[src/rtl/pfwrl_ram.sv]
// Generic single-write, single-read RAM with a registered read port.
// No dependencies.
`default_nettype none

module pfwrl_ram #(
	parameter int WIDTH = 8,
	parameter int DEPTH = 64
) (
	input  wire                                  clk,
	input  wire                                  we,
	input  wire  [(DEPTH > 1 ? $clog2(DEPTH) : 1)-1:0] waddr,
	input  wire  [WIDTH-1:0]                     wdata,
	input  wire                                  re,
	input  wire  [(DEPTH > 1 ? $clog2(DEPTH) : 1)-1:0] raddr,
	output logic [WIDTH-1:0]                     rdata
);

	logic [WIDTH-1:0] mem_q [DEPTH];

	always_ff @(posedge clk) begin
		if (we) begin
			mem_q[waddr] <= wdata;
		end
		if (re) begin
			rdata <= mem_q[raddr];
		end
	end

endmodule

`default_nettype wire

[config.mk]
export PLATFORM = sky130hd
export DESIGN_NAME = pfwrl_ram
export DESIGN_NICKNAME = d
export VERILOG_FILES = /design/src/rtl/pfwrl_ram.sv
export SDC_FILE = /design/constraint.sdc
export NUM_CORES = 1
export LEC_CHECK = 0
export ABC_CLOCK_PERIOD_IN_PS = 2400
export BUFFER_PORTS_ARGS = -buffer_cell sky130_fd_sc_hd__buf_2
export CAP_MARGIN = 15
export CORE_MARGIN = 10
export CORE_UTILIZATION = 45
export CTS_BUF_LIST = sky130_fd_sc_hd__clkbuf_16
export DETAILED_ROUTE_END_ITERATION = 8
export GPL_ROUTABILITY_DRIVEN = 0
export SYNTH_ARGS = -nofsm -noshare
export SYNTH_HDL_FRONTEND = slang
export SYNTH_SLANG_ARGS = --single-unit
[constraint.sdc]
create_clock -name clk -period 2.4 [get_ports clk]
set_clock_uncertainty 0.1 [all_clocks]
set_input_delay 0 -clock clk [delete_from_list [all_inputs] [get_ports clk]]
set_output_delay 0 -clock clk [all_outputs]
set_load 0.005 [all_outputs]
==> reports/summary.txt <==
run status: complete, no violations
post-route ant nets: 0
Storage cell area: 15,620 um2
DR vias: 9,926
kind of launch point of the worst setup path: flop
# DRC: 0
Total Wirelength: 46.55 mm
Die Y: 232.1 um
gr usage total: 17.63%
first-pass GRT wire length: 69.55 mm
FF-to-FF Start: mem_q[47][2]
post-detail-place hpwl: 29.46 mm
latest clock arrival within the worst-skew pair: 590 ps
fin. max-slew vios: 0
Data required, critical path: 2630 ps
vias in the first global route: 10.25k
FF-to-FF path depth: 5
die area: 53,880 um2
Worst EP arrival: 2540 ps
Worst Tran Pin Value: 797.6 ps
vias per inst: 5.698
Hold Path Stages: 4
IO Count: 31
kind of critical path: flop to flop
Slowest cell on crit path: a221oi_1
Max FO, Critical Path: 1
clock buffer count from CTS: 51
iteration-0 DRC count of the detailed router: 1,094
P&R area growth vs syn: 16.70%
Layout Utilization: 53.31%
fillcell total: 3,435
per-cell routed wire length: 26.72 um
Root Driver: clkbuf_16
TNS Setup: 0 ps
synthesized instance count: 940
end of the worst hold path: mem_q[50][7]
sequential-to-total area share from yosys stat: 77.12%
final worst setup slack: 85.74 ps
EDFF count, synth: 520
Initial Util: 45.69%
deepest clock path buffer count: 3
LEAKAGE: 0.007666 uW
Overflow after GRT: 0
clk sinks: 520
R2R Setup Slk: 90 ps
CTS tree: done
Pwr Total: 18,650 uW
f_max: 0.4321 GHz
HP Class: input pin to flop
dpl ws: -7.794 ps
Async S/R FF share, synth: 0%
final hold vios: 0
Detailed Routing Iterations Pass 1: 5
Avg Inst Size Synth: 21.54 um2
antenna violations before repair: 1
core area: 44,320 um2
# rows: 77
layout cell share with drive strength beyond 1: 31.39%
largest net degree at the start of global routing: 65
htree depth: 2
met3 WL: 3.765 mm
DIE WIDTH: 232.1 um
Post-Syn Nets: 963
cell area after synthesis: 20,250 um2
Crit path largest cell delay: 530 ps
critical-path cell list: mux4_2 -> mux2_2 -> a221oi_1 -> buf_4 -> o2bb2ai_1
met2 wire length: 22.32 mm
fin crit share: 96.43%
peak supply drop: 514.4 uV
unrepaired setup endpoints after global routing: false
yosys warns: 0
Slew headroom: 46.82%
pwr dens: 789.3 nW/um2
fin crit period: 2314 ps
top routing layer used: met5
min-delay src: waddr[4]
post-synthesis register bit count: 520
RR Endpoint: rdata[2]
# setup viols final: 0
post-CTS setup buffers: 0
Port Buf Inserts: 30
ys flop type: edfxtp_1
Hold WS: 123.7 ps
Crit. End Element: flop
met1 WL: 19.34 mm
Antenna Cells: 0
max-cap viol count: 0
layout net count: 1,133
Yosys cell types: 39
area of the multi-input gates: 4315 um2
clk slew on worst S/H paths: 60 ps
==> cells by family (layout without fill, tap and decap cells) <==
group / after synthesis / count (layout) / share of synthesized area (%)
AO/OA/AOI/OAI: 54 / 54 / 2.064
buffers and inverters: 51 / 261 / 1.563
flip-flops: 520 / 520 / 77.12
multiplexers: 162 / 162 / 15.88
AND/OR/NAND/NOR: 153 / 153 / 3.374
==> through the flow <==
step           instance area [um2]  instances
2_1_floorplan                20250        940
3_3_place_gp                 21880       1632
3_5_place_dp                 21880       1632
4_1_cts                      23630       1742
5_1_grt                      23630       1742
6_report                     23630       1742
==> registers in the layout, indices dropped and copies added, names as in the netlist <==
| signal | count |
|---|---|
| rdata | 8 |
| mem_q | 512 |
==> repair_timing <==
action	CTS	global route
hold buffers	17	0
gates resized for setup	0	0
hold endpoints to repair	468	0
==> worst max-delay path by stage <==
| stage | slack (ps) | depth (start not counted) | to | from |
|---|---|---|---|---|
| after global placement | -20 | 6 | rdata[7] | raddr[0] |
| after global routing | 20 | 5 | rdata[2] | mem_q[47][2] |
| after CTS | 90 | 5 | rdata[2] | mem_q[47][2] |
| after floorplan | 470 | 5 | rdata[4] | mem_q[29][4] |
| final | 90 | 5 | rdata[2] | mem_q[47][2] |
| after detailed placement | -8 | 6 | rdata[7] | raddr[0] |
==> metal layers <==
layer / vias to the layer above / global-route usage (%)
li1: 4272 / -
met2: 346 / 27.30
met3: 67 / 4.752
met4: 2 / 4.962
met1: 5239 / 24.26
met5: - / 0
==> power breakdown <==
group	internal (uW)	switching [uW]	total, uW	leakage, uW
Combinational	419	598	1020	0.00215
Clock	4290	3250	7540	0.000829
Sequential	10100	23.2	10100	0.00469
Total	14800	3870	18600	0.00767
==> worst max-delay path, delay by kind of cell (launching register included) <==
family / cells / cell delay [ps]
DFF: 1 / 350
buffers and inverters: 1 / 220
muxes: 2 / 790
AOI/OAI and AO/OA: 2 / 600
==> cells in the final DEF, fill, tap and decap left out, drive strengths merged, types with 13 or more instances in the layout <==
cell         instances
mux2                13
dlygate4sd3         17
nor2                83
clkbuf              54
mux4               126
nand3               13
clkinv              21
nor2b               14
inv                 14
edfxtp             520
mux2i               23
buf                150
nand2               19
==> layout make-up <==
cell class	count	area share, %
Multi-Input combinational cell	369	18.26
Timing Repair Buffer	168	5.841
Tap cell	592	3.135
Clock buffer	53	5.613
Clock inverter	40	1.059
Sequential cell	520	66.09
==> Yosys cell counts, types with 7 or more instances <==
library cell / count / area [um2]
buf_2: 11 / 55.05
buf_4: 13 / 97.59
clkbuf_1: 17 / 63.81
edfxtp_1: 520 / 15610
mux2_2: 13 / 146.4
mux2i_1: 23 / 230.2
mux4_2: 126 / 2838
nand2_1: 19 / 71.32
nand2b_1: 7 / 43.79
nand3_1: 13 / 65.06
nor2_1: 83 / 311.6
nor2b_1: 14 / 87.58
nor3_1: 7 / 35.03
o221ai_1: 8 / 70.07
o22ai_1: 8 / 50.05
(Power assumes the default switching activity.)
